File: src/rtl/core/amx_pkg.sv
// Shared constants, opcodes and handshake structs for the accumulator machine execute unit.
// No dependencies; every other file in rtl/core imports this package.
`default_nettype none

package amx_pkg;

    localparam int MEMORY_WORDS_DEF = 100;

    localparam int WORD_W     = 15;                 // signed data word
    localparam int OP_W       = 7;
    localparam int FIELD_AW   = 7;                  // address field of the input word
    localparam int MAG_W      = WORD_W - 1;         // magnitude of an in-range word
    localparam int S_TDATA_W  = 32;
    localparam int M_TDATA_W  = 48;
    localparam int VALUE_LIMIT = 'h3FFF;            // largest magnitude of a legal word

    localparam logic [OP_W-1:0] OP_READ  = 7'h10;
    localparam logic [OP_W-1:0] OP_WRITE = 7'h11;
    localparam logic [OP_W-1:0] OP_LOAD  = 7'h20;
    localparam logic [OP_W-1:0] OP_STORE = 7'h21;
    localparam logic [OP_W-1:0] OP_ADD   = 7'h30;
    localparam logic [OP_W-1:0] OP_SUB   = 7'h31;
    localparam logic [OP_W-1:0] OP_DIV   = 7'h32;
    localparam logic [OP_W-1:0] OP_MUL   = 7'h33;
    localparam logic [OP_W-1:0] OP_JUMP  = 7'h40;
    localparam logic [OP_W-1:0] OP_JNEG  = 7'h41;
    localparam logic [OP_W-1:0] OP_JZ    = 7'h42;
    localparam logic [OP_W-1:0] OP_HALT  = 7'h43;
    localparam logic [OP_W-1:0] OP_JNS   = 7'h55;
    localparam logic [OP_W-1:0] OP_JC    = 7'h57;
    localparam logic [OP_W-1:0] OP_JP    = 7'h58;
    localparam logic [OP_W-1:0] OP_SHL   = 7'h60;
    localparam logic [OP_W-1:0] OP_SHR   = 7'h61;

    // start request to the shift/add unit
    typedef struct packed {
        logic             start;
        logic             is_div;
        logic [MAG_W-1:0] a_mag;    // multiplier or dividend
        logic [MAG_W-1:0] b_mag;    // multiplicand or divisor
    } iter_req_t;

    // completion from the shift/add unit
    typedef struct packed {
        logic               done;
        logic [2*MAG_W-1:0] product;
        logic [MAG_W-1:0]   quotient;
    } iter_rsp_t;

endpackage

`default_nettype wire

File: src/rtl/core/amx_mem.sv
// Data memory of the accumulator machine: one write port, one registered read port.
// Per-word valid bits make unwritten words read as zero after reset. Uses amx_pkg.
`default_nettype none

module amx_mem #(
    parameter int MEMORY_WORDS = amx_pkg::MEMORY_WORDS_DEF,
    localparam int ADDR_W      = $clog2(MEMORY_WORDS)
) (
    input  wire logic                        clk,
    input  wire logic                        rst_n,
    input  wire logic                        rd_en,
    input  wire logic [ADDR_W-1:0]           rd_addr,
    input  wire logic                        wr_en,
    input  wire logic [ADDR_W-1:0]           wr_addr,
    input  wire logic [amx_pkg::WORD_W-1:0]  wr_data,
    output logic      [amx_pkg::WORD_W-1:0]  rd_data
);
    import amx_pkg::*;

    logic [WORD_W-1:0]       mem_reg [MEMORY_WORDS];
    logic [MEMORY_WORDS-1:0] valid_reg;
    logic [WORD_W-1:0]       rd_word_reg;
    logic                    rd_valid_reg;

    always_ff @(posedge clk or negedge rst_n)
    begin
        if (!rst_n)
        begin
            valid_reg    <= '0;
            rd_valid_reg <= 1'b0;
        end
        else
        begin
            if (wr_en)
            begin
                valid_reg[wr_addr] <= 1'b1;
            end
            if (rd_en)
            begin
                rd_valid_reg <= valid_reg[rd_addr];
            end
        end
    end

    always_ff @(posedge clk)
    begin
        if (wr_en)
        begin
            mem_reg[wr_addr] <= wr_data;
        end
        if (rd_en)
        begin
            rd_word_reg <= mem_reg[rd_addr];
        end
    end

    assign rd_data = rd_valid_reg ? rd_word_reg : '0;

endmodule

`default_nettype wire

File: src/rtl/core/amx_iter.sv
// Shared shift/add unit: unsigned multiply or restoring divide of 14-bit magnitudes,
// one bit per cycle through a single adder. Uses amx_pkg.
`default_nettype none

module amx_iter (
    input  wire logic               clk,
    input  wire logic               rst_n,
    input  wire amx_pkg::iter_req_t req,
    output amx_pkg::iter_rsp_t      rsp
);
    import amx_pkg::*;

    localparam int CNT_W = $clog2(MAG_W + 1);
    localparam int SUM_W = 2 * MAG_W + 1;

    logic                busy_reg;
    logic                done_reg;
    logic [CNT_W-1:0]    cnt_reg;
    logic                is_div_reg;
    logic [2*MAG_W-1:0]  work_reg;     // partial product or remainder
    logic [MAG_W-1:0]    sh_reg;       // multiplier bits out / dividend out, quotient in
    logic [MAG_W-1:0]    op_reg;

    logic                bit_in;
    logic [2*MAG_W-1:0]  step_x;
    logic [SUM_W-1:0]    step_y;
    logic [SUM_W-1:0]    step_sum;
    logic                step_neg;

    always_comb
    begin
        bit_in   = sh_reg[MAG_W-1];
        step_x   = {work_reg[2*MAG_W-2:0], is_div_reg & bit_in};
        if (is_div_reg)
        begin
            step_y = ~{{(MAG_W+1){1'b0}}, op_reg} + SUM_W'(1);
        end
        else
        begin
            step_y = bit_in ? {{(MAG_W+1){1'b0}}, op_reg} : '0;
        end
        step_sum = {1'b0, step_x} + step_y;
        step_neg = step_sum[SUM_W-1];
    end

    always_ff @(posedge clk or negedge rst_n)
    begin
        if (!rst_n)
        begin
            busy_reg   <= 1'b0;
            done_reg   <= 1'b0;
            cnt_reg    <= '0;
            is_div_reg <= 1'b0;
            work_reg   <= '0;
            sh_reg     <= '0;
            op_reg     <= '0;
        end
        else if (req.start)
        begin
            busy_reg   <= 1'b1;
            done_reg   <= 1'b0;
            cnt_reg    <= CNT_W'(MAG_W);
            is_div_reg <= req.is_div;
            work_reg   <= '0;
            sh_reg     <= req.a_mag;
            op_reg     <= req.b_mag;
        end
        else if (busy_reg)
        begin
            cnt_reg <= cnt_reg - CNT_W'(1);
            if (cnt_reg == CNT_W'(1))
            begin
                busy_reg <= 1'b0;
                done_reg <= 1'b1;
            end
            if (!is_div_reg)
            begin
                work_reg <= step_sum[2*MAG_W-1:0];
                sh_reg   <= {sh_reg[MAG_W-2:0], 1'b0};
            end
            else if (!step_neg)
            begin
                work_reg <= step_sum[2*MAG_W-1:0];
                sh_reg   <= {sh_reg[MAG_W-2:0], 1'b1};
            end
            else
            begin
                work_reg <= step_x;
                sh_reg   <= {sh_reg[MAG_W-2:0], 1'b0};
            end
        end
        else
        begin
            done_reg <= 1'b0;
        end
    end

    assign rsp.done     = done_reg;
    assign rsp.product  = work_reg;
    assign rsp.quotient = sh_reg;

endmodule

`default_nettype wire

File: src/rtl/core/accumulator_machine_execute_unit_core.sv
// Top level of the accumulator machine execute unit: sequencer, machine state, output register.
// Instantiates amx_mem (data memory) and amx_iter (shift/add unit); uses amx_pkg.
//
// Usage
//   Slave channel (s_*): one word per decoded instruction or host preload.
//     s_tuser is the kind (0 execute, 1 preload of memory word).
//   Master channel (m_*): exactly one result word per accepted input word, in order.
//   Sequence: the memory read is issued at acceptance and the word is there the
//     next cycle. Simple instructions then execute in ST_FETCH, pass ST_DONE and
//     their result is registered in the output register. MUL and DIV run through
//     the shared shift/add unit at one bit per cycle (14 steps) in ST_WAIT.
//     s_tready is high only while the sequencer is idle, so a new word is taken
//     only after the last one has left ST_DONE; the multiply/divide loop sets the
//     worst case.
//   Stalls: the result waits in the output register while m_tready is low; the
//     next word is still accepted and executed, and its result waits until the
//     register is free.
//   Reset: accumulator, add flag and halt flag clear; the valid bits of the data
//     memory clear at once, so every word reads as zero until written.
//   Once halted, words are consumed and answered with halted_out set and no
//     change to the machine state, until the next reset.
`default_nettype none

module accumulator_machine_execute_unit_core #(
    parameter int MEMORY_WORDS = amx_pkg::MEMORY_WORDS_DEF,
    localparam int ADDR_W      = $clog2(MEMORY_WORDS)
) (
    input  wire logic                          clk,
    input  wire logic                          rst_n,
    input  wire logic                          s_tvalid,
    output logic                               s_tready,
    // opcode[6:0], address[13:7], data_value[28:14], zero[31:29]
    input  wire logic [amx_pkg::S_TDATA_W-1:0] s_tdata,
    // kind[0]
    input  wire logic                          s_tuser,
    output logic                               m_tvalid,
    input  wire logic                          m_tready,
    // accumulator_out[14:0], jump_taken[15], jump_target[22:16], overflow[23],
    // divide_by_zero[24], bad_opcode[25], halted_out[26], print_valid[27],
    // print_value[42:28], zero[47:43]
    output logic      [amx_pkg::M_TDATA_W-1:0] m_tdata
);
    import amx_pkg::*;

    localparam logic [FIELD_AW:0]       DEPTH   = (FIELD_AW + 1)'(MEMORY_WORDS);
    localparam logic signed [WORD_W:0]  LIM_POS = (WORD_W + 1)'(VALUE_LIMIT);
    localparam logic signed [WORD_W:0]  LIM_NEG = -LIM_POS;
    localparam logic [WORD_W-1:0]       MIN_WORD = {1'b1, {(WORD_W-1){1'b0}}};

    typedef enum logic [1:0] {
        ST_IDLE,
        ST_FETCH,     // memory word available, execute
        ST_WAIT,      // shift/add unit running
        ST_DONE       // result ready for the output register
    } state_t;

    typedef struct packed {
        logic                jt;
        logic [FIELD_AW-1:0] jtarget;
        logic                ovf;
        logic                dz;
        logic                cerr;
        logic                pv;
        logic [WORD_W-1:0]   pval;
    } res_t;

    function automatic logic in_range(input logic signed [WORD_W:0] v);
        return (v <= LIM_POS) && (v >= LIM_NEG);
    endfunction

    // machine and sequencer state
    state_t                     state_reg, state_next;
    logic                       kind_reg, kind_next;
    logic [OP_W-1:0]            op_reg, op_next;
    logic [FIELD_AW-1:0]        addr_reg, addr_next;
    logic [WORD_W-1:0]          dv_reg, dv_next;
    logic signed [WORD_W-1:0]   acc_reg, acc_next;
    logic                       add_flag_reg, add_flag_next;
    logic                       halted_reg, halted_next;
    logic                       neg_reg, neg_next;
    logic                       is_div_reg, is_div_next;
    res_t                       res_reg, res_next;
    logic                       out_valid_reg, out_valid_next;
    logic [M_TDATA_W-1:0]       out_data_reg, out_data_next;

    // memory and unit hookup
    logic                       mem_rd_en;
    logic [ADDR_W-1:0]          mem_rd_addr;
    logic                       mem_wr_en;
    logic [WORD_W-1:0]          mem_wr_data;
    logic [WORD_W-1:0]          mem_rd_data;
    iter_req_t                  iter_req;
    iter_rsp_t                  iter_rsp;

    // datapath helpers
    logic                       addr_hit;
    logic signed [WORD_W-1:0]   m_word;
    logic signed [WORD_W:0]     acc_ext;
    logic signed [WORD_W:0]     m_ext;
    logic signed [WORD_W:0]     sum_add;
    logic signed [WORD_W:0]     sum_sub;
    logic signed [WORD_W:0]     sum_shl;
    logic [WORD_W-1:0]          acc_abs;
    logic [WORD_W-1:0]          m_abs;
    logic [WORD_W-1:0]          mag15;
    logic                       dv_ok;
    logic [FIELD_AW-1:0]        s_addr;

    assign s_addr   = s_tdata[2*OP_W-1:OP_W];
    assign addr_hit = ({1'b0, addr_reg} < DEPTH);
    assign m_word   = addr_hit ? mem_rd_data : '0;
    assign acc_ext  = {acc_reg[WORD_W-1], acc_reg};
    assign m_ext    = {m_word[WORD_W-1], m_word};
    assign sum_add  = acc_ext + m_ext;
    assign sum_sub  = acc_ext - m_ext;
    assign sum_shl  = {m_word, 1'b0};
    assign acc_abs  = acc_reg[WORD_W-1] ? (~acc_reg + WORD_W'(1)) : acc_reg;
    assign m_abs    = m_word[WORD_W-1] ? (~m_word + WORD_W'(1)) : m_word;
    assign dv_ok    = (dv_reg != MIN_WORD);

    // read is issued at acceptance so the word is there in ST_FETCH
    assign mem_rd_en   = (state_reg == ST_IDLE) && s_tvalid;
    assign mem_rd_addr = s_addr[ADDR_W-1:0];

    always_comb
    begin
        state_next     = state_reg;
        kind_next      = kind_reg;
        op_next        = op_reg;
        addr_next      = addr_reg;
        dv_next        = dv_reg;
        acc_next       = acc_reg;
        add_flag_next  = add_flag_reg;
        halted_next    = halted_reg;
        neg_next       = neg_reg;
        is_div_next    = is_div_reg;
        res_next       = res_reg;
        out_valid_next = out_valid_reg && !m_tready;
        out_data_next  = out_data_reg;
        mem_wr_en      = 1'b0;
        mem_wr_data    = dv_reg;
        iter_req       = '0;
        iter_req.a_mag = acc_abs[MAG_W-1:0];
        iter_req.b_mag = m_abs[MAG_W-1:0];
        mag15          = '0;

        unique case (state_reg)
            ST_IDLE:
            begin
                if (s_tvalid)
                begin
                    kind_next  = s_tuser;
                    op_next    = s_tdata[OP_W-1:0];
                    addr_next  = s_addr;
                    dv_next    = s_tdata[2*OP_W+WORD_W-1:2*OP_W];
                    res_next   = '0;
                    state_next = ST_FETCH;
                end
            end

            ST_FETCH:
            begin
                state_next = ST_DONE;
                if (!halted_reg)
                begin
                    if (kind_reg)
                    begin
                        // host preload; the value minus 16384 is dropped
                        mem_wr_en = dv_ok && addr_hit;
                    end
                    else
                    begin
                        unique case (op_reg)
                            OP_READ:
                            begin
                                mem_wr_en    = dv_ok && addr_hit;
                                res_next.ovf = !dv_ok;
                            end
                            OP_WRITE:
                            begin
                                res_next.pv   = 1'b1;
                                res_next.pval = m_word;
                            end
                            OP_LOAD:
                            begin
                                acc_next = m_word;
                            end
                            OP_STORE:
                            begin
                                mem_wr_en   = addr_hit;
                                mem_wr_data = acc_reg;
                            end
                            OP_ADD:
                            begin
                                if (in_range(sum_add))
                                begin
                                    acc_next      = sum_add[WORD_W-1:0];
                                    add_flag_next = 1'b1;
                                end
                                else
                                begin
                                    res_next.ovf = 1'b1;
                                end
                            end
                            OP_SUB:
                            begin
                                if (in_range(sum_sub))
                                begin
                                    acc_next = sum_sub[WORD_W-1:0];
                                end
                                else
                                begin
                                    res_next.ovf = 1'b1;
                                end
                            end
                            OP_SHL:
                            begin
                                if (in_range(sum_shl))
                                begin
                                    acc_next = sum_shl[WORD_W-1:0];
                                end
                                else
                                begin
                                    res_next.ovf = 1'b1;
                                end
                            end
                            OP_SHR:
                            begin
                                acc_next = m_word >>> 1;
                            end
                            OP_MUL:
                            begin
                                iter_req.start = 1'b1;
                                is_div_next    = 1'b0;
                                neg_next       = acc_reg[WORD_W-1] ^ m_word[WORD_W-1];
                                state_next     = ST_WAIT;
                            end
                            OP_DIV:
                            begin
                                if (m_word == '0)
                                begin
                                    res_next.dz = 1'b1;
                                end
                                else
                                begin
                                    iter_req.start  = 1'b1;
                                    iter_req.is_div = 1'b1;
                                    is_div_next     = 1'b1;
                                    neg_next   = acc_reg[WORD_W-1] ^ m_word[WORD_W-1];
                                    state_next = ST_WAIT;
                                end
                            end
                            OP_JUMP:
                            begin
                                res_next.jt = 1'b1;
                            end
                            OP_JNEG:
                            begin
                                res_next.jt = acc_reg[WORD_W-1];
                            end
                            OP_JZ:
                            begin
                                res_next.jt = (acc_reg == '0);
                            end
                            OP_JNS:
                            begin
                                res_next.jt = !acc_reg[WORD_W-1] && (acc_reg != '0);
                            end
                            OP_JP:
                            begin
                                res_next.jt = !acc_reg[0];
                            end
                            OP_JC:
                            begin
                                res_next.jt   = add_flag_reg;
                                add_flag_next = 1'b0;
                            end
                            OP_HALT:
                            begin
                                halted_next = 1'b1;
                            end
                            default:
                            begin
                                res_next.cerr = 1'b1;
                            end
                        endcase
                        if (res_next.ovf || res_next.dz || res_next.cerr)
                        begin
                            halted_next = 1'b1;
                        end
                        res_next.jtarget = res_next.jt ? addr_reg : '0;
                    end
                end
            end

            ST_WAIT:
            begin
                if (iter_rsp.done)
                begin
                    state_next = ST_DONE;
                    if (is_div_reg)
                    begin
                        mag15    = {1'b0, iter_rsp.quotient};
                        acc_next = neg_reg ? (~mag15 + WORD_W'(1)) : mag15;
                    end
                    else if (iter_rsp.product[2*MAG_W-1:MAG_W] != '0)
                    begin
                        // product magnitude above the limit
                        res_next.ovf = 1'b1;
                        halted_next  = 1'b1;
                    end
                    else
                    begin
                        mag15    = {1'b0, iter_rsp.product[MAG_W-1:0]};
                        acc_next = neg_reg ? (~mag15 + WORD_W'(1)) : mag15;
                    end
                end
            end

            ST_DONE:
            begin
                if (!out_valid_reg || m_tready)
                begin
                    out_valid_next = 1'b1;
                    out_data_next  = {5'b0, res_reg.pval, res_reg.pv, halted_reg,
                                      res_reg.cerr, res_reg.dz, res_reg.ovf,
                                      res_reg.jtarget, res_reg.jt, acc_reg};
                    state_next     = ST_IDLE;
                end
            end

            default:
            begin
                state_next = ST_IDLE;
            end
        endcase
    end

    always_ff @(posedge clk or negedge rst_n)
    begin
        if (!rst_n)
        begin
            state_reg     <= ST_IDLE;
            acc_reg       <= '0;
            add_flag_reg  <= 1'b0;
            halted_reg    <= 1'b0;
            out_valid_reg <= 1'b0;
            out_data_reg  <= '0;
        end
        else
        begin
            state_reg     <= state_next;
            acc_reg       <= acc_next;
            add_flag_reg  <= add_flag_next;
            halted_reg    <= halted_next;
            out_valid_reg <= out_valid_next;
            out_data_reg  <= out_data_next;
        end
    end

    // payload, no reset
    always_ff @(posedge clk)
    begin
        kind_reg     <= kind_next;
        op_reg       <= op_next;
        addr_reg     <= addr_next;
        dv_reg       <= dv_next;
        neg_reg      <= neg_next;
        is_div_reg   <= is_div_next;
        res_reg      <= res_next;
    end

    amx_mem #(
        .MEMORY_WORDS (MEMORY_WORDS)
    ) u_mem (
        .clk     (clk),
        .rst_n   (rst_n),
        .rd_en   (mem_rd_en),
        .rd_addr (mem_rd_addr),
        .wr_en   (mem_wr_en),
        .wr_addr (addr_reg[ADDR_W-1:0]),
        .wr_data (mem_wr_data),
        .rd_data (mem_rd_data)
    );

    amx_iter u_iter (
        .clk   (clk),
        .rst_n (rst_n),
        .req   (iter_req),
        .rsp   (iter_rsp)
    );

    assign s_tready = (state_reg == ST_IDLE);
    assign m_tvalid = out_valid_reg;
    assign m_tdata  = out_data_reg;

endmodule

`default_nettype wire
File: config.mk
export PLATFORM = sky130hd
export DESIGN_NAME = accumulator_machine_execute_unit_core
export DESIGN_NICKNAME = d
export VERILOG_FILES = /design/src/rtl/core/amx_pkg.sv /design/src/rtl/core/amx_mem.sv /design/src/rtl/core/amx_iter.sv /design/src/rtl/core/accumulator_machine_execute_unit_core.sv
export SDC_FILE = /design/constraint.sdc
export NUM_CORES = 2
export LEC_CHECK = 0
export BUFFER_PORTS_ARGS = -buffer_cell sky130_fd_sc_hd__buf_2
export CORE_MARGIN = 3
export CORE_UTILIZATION = 40
export CTS_CLUSTER_DIAMETER = 200
export DETAILED_ROUTE_END_ITERATION = 10
export SETUP_SLACK_MARGIN = 0.05
export SLEW_MARGIN = 20
export SYNTH_ARGS = -nofsm -noshare
export SYNTH_HDL_FRONTEND = slang
export SYNTH_HIERARCHICAL = 1
export SYNTH_SLANG_ARGS = --single-unit
File: constraint.sdc
create_clock -name clk -period 7.7 [get_ports clk]
set_input_delay 0.385 -clock clk [delete_from_list [all_inputs] [get_ports clk]]
set_output_delay 0.385 -clock clk [all_outputs]
set_load 0.005 [all_outputs]
# Word level (Yosys, flattened, before mapping)
# Memories as Yosys holds them, arrays and structs flattened. A register that Yosys moved wholly into a read port is not among the register bits.
# Index checks and enable logic that the tools add are counted.
dict set report op_classes {
  muxes 106
  bitwise 10
  n_eq_ne 38
  n_reduce_logical 38
  magnitude_cmp 10
  add_sub_neg 9
}
# cell count
set ops {}
lappend ops {{$mux 15} 16}
lappend ops {{$mux 28} 4}
lappend ops {{$or 100x100->100} 1}
lappend ops {{$mux 27} 3}
lappend ops {{$pmux 15 s5} 1}
lappend ops {{$mux 14} 5}
lappend ops {{$eq 7x7->1 const B} 9}
lappend ops {{$mux 1} 49}
lappend ops {{$ge 16x15->1 const B} 3}
lappend ops {{$le 16x15->1 const B} 3}
lappend ops {{$eq 7x6->1 const B} 6}
lappend ops {{$pmux 18 s2} 1}
lappend ops {{$add 15x1->15 const B} 2}
lappend ops {{$logic_not 15->1} 2}
lappend ops {{$not 14->15} 2}
lappend ops {{$pmux 15 s2} 1}
lappend ops {{$add 28x29->29} 1}
lappend ops {{$add 29x1->29 const B} 1}
lappend ops {{$mux 29} 1}
lappend ops {{$not 14->29} 1}
lappend ops {{$add 14x2->14 const B} 2}
lappend ops {{$not 14->14} 2}
lappend ops {{$reduce_or 17->1} 1}
lappend ops {{$add 15x15->16} 1}
lappend ops {{43 further kinds} 93}
dict set report word_totals {
  register_bits 286
  memories 1
  elab_cells 240
  ram_bits 1500
  input_bits 37
  output_inout_bits 50
}
# memory depth word_bits rd rd_ports_with_merged_regs write_ports line
set mem_list {}
lappend mem_list {u_mem.mem_reg 100 15 1 1 1 amx_mem.sv:20} ;# logic [WORD_W-1:0] mem_reg [MEMORY_WORDS];

# Depth between registers and ports, before layout
dict set report depth {
  ltp_word 16
  depth_mapped 21
  ltp_nobuf 19
}

# By module
# The synthesis kept the hierarchy.
# module seq_area_each_um2 cells_each area_each_um2 n_inst
set modules_own_cells {}
lappend modules_own_cells {amx_mem 48021.1 2956 63004.2 1}
lappend modules_own_cells {accumulator_machine_execute_unit_core 3348.2 971 8992.4 1}
lappend modules_own_cells {amx_iter 1576.5 582 4983.5 1}

# Least setup slack after synthesis
# No wires, ideal clock.
dict set report synth_path {
  kind {flip-flop to flip-flop}
  from {register, netlist name op_reg[2]}
  to {memory u_mem.mem_reg[0][0], data pin}
  setup_ps 981
  period_less_slack_ps 6876
  stages_incl_launch_ff 8
  n_path_buf 3
  arrival_ps 5896
  setup_slack_ps 824
  t_required_ps 6719
  path_cell_list {edfxtp_1 -> clkbuf_1 -> nor3_1 -> nand3_1 -> or3_1 -> clkbuf_1 -> clkbuf_1 -> o21ai_0}
}
# item line
set synth_rtl {}
lappend synth_rtl {{end, declared} amx_mem.sv:20}

# Worst setup path after layout
dict set report layout_path {
  from {register addr_reg[3]}
  to {register acc_reg[14]}
}
dict set report layout_between {
  elab_chain_len 8
  elab_cells_between_ends 24
  classes_between {2 x add/sub; 7 x order compare; 3 x eq/ne; 8 x mux; 4 x reduce/logical}
}
# item line
set layout_lines {}
lappend layout_lines {{start, declared} accumulator_machine_execute_unit_core.sv:75} ;# logic [FIELD_AW-1:0] addr_reg, addr_next;
lappend layout_lines {{start signal, assigned} accumulator_machine_execute_unit_core.sv:366} ;# addr_reg <= addr_next;
lappend layout_lines {{$lt 7x7->1 (*)} accumulator_machine_execute_unit_core.sv:110} ;# assign addr_hit = ({1'b0, addr_reg} < DEPTH);
lappend layout_lines {{$mux 15 (*)} accumulator_machine_execute_unit_core.sv:111} ;# assign m_word = addr_hit ? mem_rd_data : '0;
lappend layout_lines {{branches (longest 6 deep; another with $sub 15x15->16)} --}
lappend layout_lines {{end signal, assigned} accumulator_machine_execute_unit_core.sv:353} ;# acc_reg <= acc_next;
lappend layout_lines {{end, declared} accumulator_machine_execute_unit_core.sv:77} ;# logic signed [WORD_W-1:0] acc_reg, acc_next;
# Every way passes the cells marked *. The select of a mux whose other input is x is not followed.
# A chain may end at the register's enable or synchronous reset.

==> impl_metrics.toml <==
[power]
seqPwrFrac_pct = 47.3
swShare_pct = 27.6
peakVddDrop_mv = 0.226
leakagePower_nw = 30.4
p_comb_share_pct = 16.3
clkPwrFrac_pct = 36.4
p_int_w = 0.0177
powerDensity_nw_per_um2 = 281
finalPower_w = 0.0244
p_sw_w = 0.00674

[floorplan]
coreArea_um2 = 191000
rows = 160
die_y_um = 445
design.die.area_um2 = 198000
initial_core_util_pct = 40.3
die_w_um = 445
top_level_ports = 87

[drt]
route.vias.total = 42153
first_pass_iters = 6
totalWireLength_mm = 199
drt_iter0_markers = 4114
ant_nets = 0
wl_per_cell_um = 26.9
drc_errors = 0
avgViaCountPerCell = 5.71

[final_layout]
mostFrequentLayoutCells = "1,574 x edfxtp_1, 304 x mux4_2, 258 x mux2i_1, 230 x nor2_1, 226 x dfrtp_1"
final_area_um2 = 86800
final_common_cell = "edfxtp_1"
areaGrowthSynthToFinish_pct = 12.7
drive_gt1_share_pct = 21.5
fin_nets = 4821
largest_reg_flops = 1500

[clock_network]
numCtsBuffers = 187
ctsRootBufferMaster = "clkbuf_16"
cts_htree_levels = 4
clock-sinks = 1801
cts_buffer_depth = 3
clkLatencyLatePin_ns = 0.85
cts_tree = "yes"
clkTransAtPathRegs_ns = 0.06
cts_resized = 0

[synthesis]
ys_types = 95
netlist.area_leader.share_pct = 61.4
synth-xor-area-share_pct = 1.15
yosys-top-cells-area = "edfxtp_1 61%, mux4_2 8.9%, dfrtp_1 7.4%, mux2i_1 3.4%, mux2_2 1.4%"
synth_edf_count = 1574
synth-simple-area-share_pct = 5.48
ys_seq_area_share_pct = 68.8
yosys.area_share.adder_pct = 1.28
ys_async_sr_fraction_pct = 12.6
synth-compound-area-share_pct = 6.01
synth.largest_area_cell = "edfxtp_1"
synth_mux_area_share_pct = 14.8
ys_ff_latch = 1801
ys_warn_count = 6
synth_top_family_by_area = "multiplexers"
synth_area_um2 = 77000
syn_inst = 4509
postSynthAreaPerCell_um2 = 17.1
yosys_most_used_dff = "edfxtp_1"

[sta]
slew_headroom_pct = 23.5
whs_ns = 0.156
fin_setup_tns_ns = 0
skew_ns = 0.0591
finalSetupViolations = 0
slew_violations = 0
timing.fmax_mhz = 174
fin_crit_ns = 5.75
worst_slew_pin_slew_ns = 1.15
grt_setup_unrepaired = "no"
hold_viol = 0
finalCritPeriodShare_pct = 74.7

[critical_path]
cpLargestDelayFamily = "compound AO/OA/AOI/OAI gates"
end_kind = "flip-flop"
critPathBufInv = 1
cp.arrival_ns = 6.43
path_class = "reg2reg"
crit_path_max_incr_delay_ns = 0.74
cp.required_ns = 8.38
start_kind = "flip-flop"
path_max_fanout = 18
cp_cell_sequence = "o311ai_4 > buf_4 > nand2_1 > ha_1 > nor2b_1 > o311ai_1 > a21oi_1 > or4_1 > nand3_1 > nor4_1 > nand4_1 > a211o_1 > nand3_2 > a21oi_4 > mux2_2"
crit_path_top_delay_cell = "o311ai_4"

[job]
drv_cap = 0

[global_routing]
antenna_found_initial = 7
grt_max_degree = 127
track_usage_pct = 19.9
grt_pass1_wl_mm = 290
grt-ovfl-total = 0
grt_pass1_vias = 41196

[placement]
dp_hpwl_mm = 121
placement.io_buffers = 78
dpl_cell_area_um2 = 80300
finalWeightedCongestion = 0.883

[min_path]
worstHoldPathType = "in2reg"

[run_status]
status = "completed"
timing repair:
item | 4_1_cts | 5_1_grt
hold buffers | 25 | 0
hold endpoints to repair | 125 | 0
setup buffers | 0 | 0
path summary, 6_finish.rpt:
path / slack (ns) / to / depth (start not counted) / start
worst max-delay path: 1.95 / acc_reg[14] / 15 / addr_reg[3]
worst min-delay path: 0.16 / state_reg[1] / 4 / s_tvalid
worst max register to register: 1.95 / acc_reg[14] / 15 / addr_reg[3]
worst min register to register: 0.46 / u_mem/valid_reg[37] / 1 / u_mem/valid_reg[37]
max in group asynchronous: 6.08 / u_mem/valid_reg[61] / 3 / rst_n
min in group asynchronous: 0.26 / u_mem/valid_reg[66] / 2 / rst_n
layer usage:
layer,up-vias,GRT usage [%],wire length (um)
li1,18384,-,-
met1,22077,28.4,85500
met2,1431,32.0,95600
met3,261,2.82,12400
met4,0,5.24,5150
met5,-,0,0
worst min-delay path: cells and delay by family:
| family | cells | cell delay, ns |
|---|---|---|
| buffers and inverters | 1 | 0.10 |
| AOI/OAI and AO/OA | 2 | 0.26 |
| and+or+nand+nor | 1 | 0.19 |
power by group through the flow:
stage	Sequential, W	Combinational (W)	Clock, W
3_5_place_dp	0.0117	0.00395	0
6_report	0.0115	0.00398	0.00888
2_1_floorplan	0.0116	0.00266	0
4_1_cts	0.0115	0.00397	0.00908
3_3_place_gp	0.0117	0.00391	0
5_1_grt	0.0116	0.00431	0.00947
Yosys cell counts, drive strengths merged, types with 6 or more instances:
library cell / number
xnor2: 62
edfxtp: 1574
a31oi: 20
nand3: 39
mux4: 333
inv: 69
nand3b: 6
and3: 29
a22oi: 80
o41ai: 6
o31ai: 26
mux2: 103
o21ai: 115
nor2b: 42
o221ai: 10
o22ai: 33
a22o: 15
a221oi: 37
ha: 74
or2: 106
mux2i: 258
nor2: 238
o211ai: 15
a2111oi: 9
nor4: 23
a222oi: 6
or4: 15
a21oi: 136
nand4: 11
nor3: 52
or3: 19
clkbuf: 98
nor3b: 7
buf: 156
a211oi: 61
a32oi: 17
a21o: 27
o21a: 12
nand2: 174
xor2: 39
dfrtp: 227
and2: 38
o311ai: 6
nand2b: 31
area by class of cell:
cell class | instances | area [um2]
fill | 16319 | 104000
tap | 2511 | 3140
sequential | 1801 | 52900
clock inverter | 81 | 992
antenna | 3 | 7.51
inverter | 69 | 259
multi-input combinational | 2388 | 22300
timing repair buffer | 260 | 2030
clock buffer | 270 | 5130
through the flow:
step                      instances  worst slack, ns  utilization (%)
after floorplan                4513            0.824                -
after global placement         7002             1.90             42.1
after detailed placement       7002             1.85             42.1
after CTS                      7378             1.83             45.4
after global routing           7380             1.72             45.5
final                          7383             1.95             45.5
cell families after synthesis:
group,after synthesis
compound gates,669
xor+xnor,101
fa+ha+maj,77
buf+inv,324
flops,1801
mux,694
other cells,1
simple gates,842
Note: power is estimated with default switching activity, not from simulation.
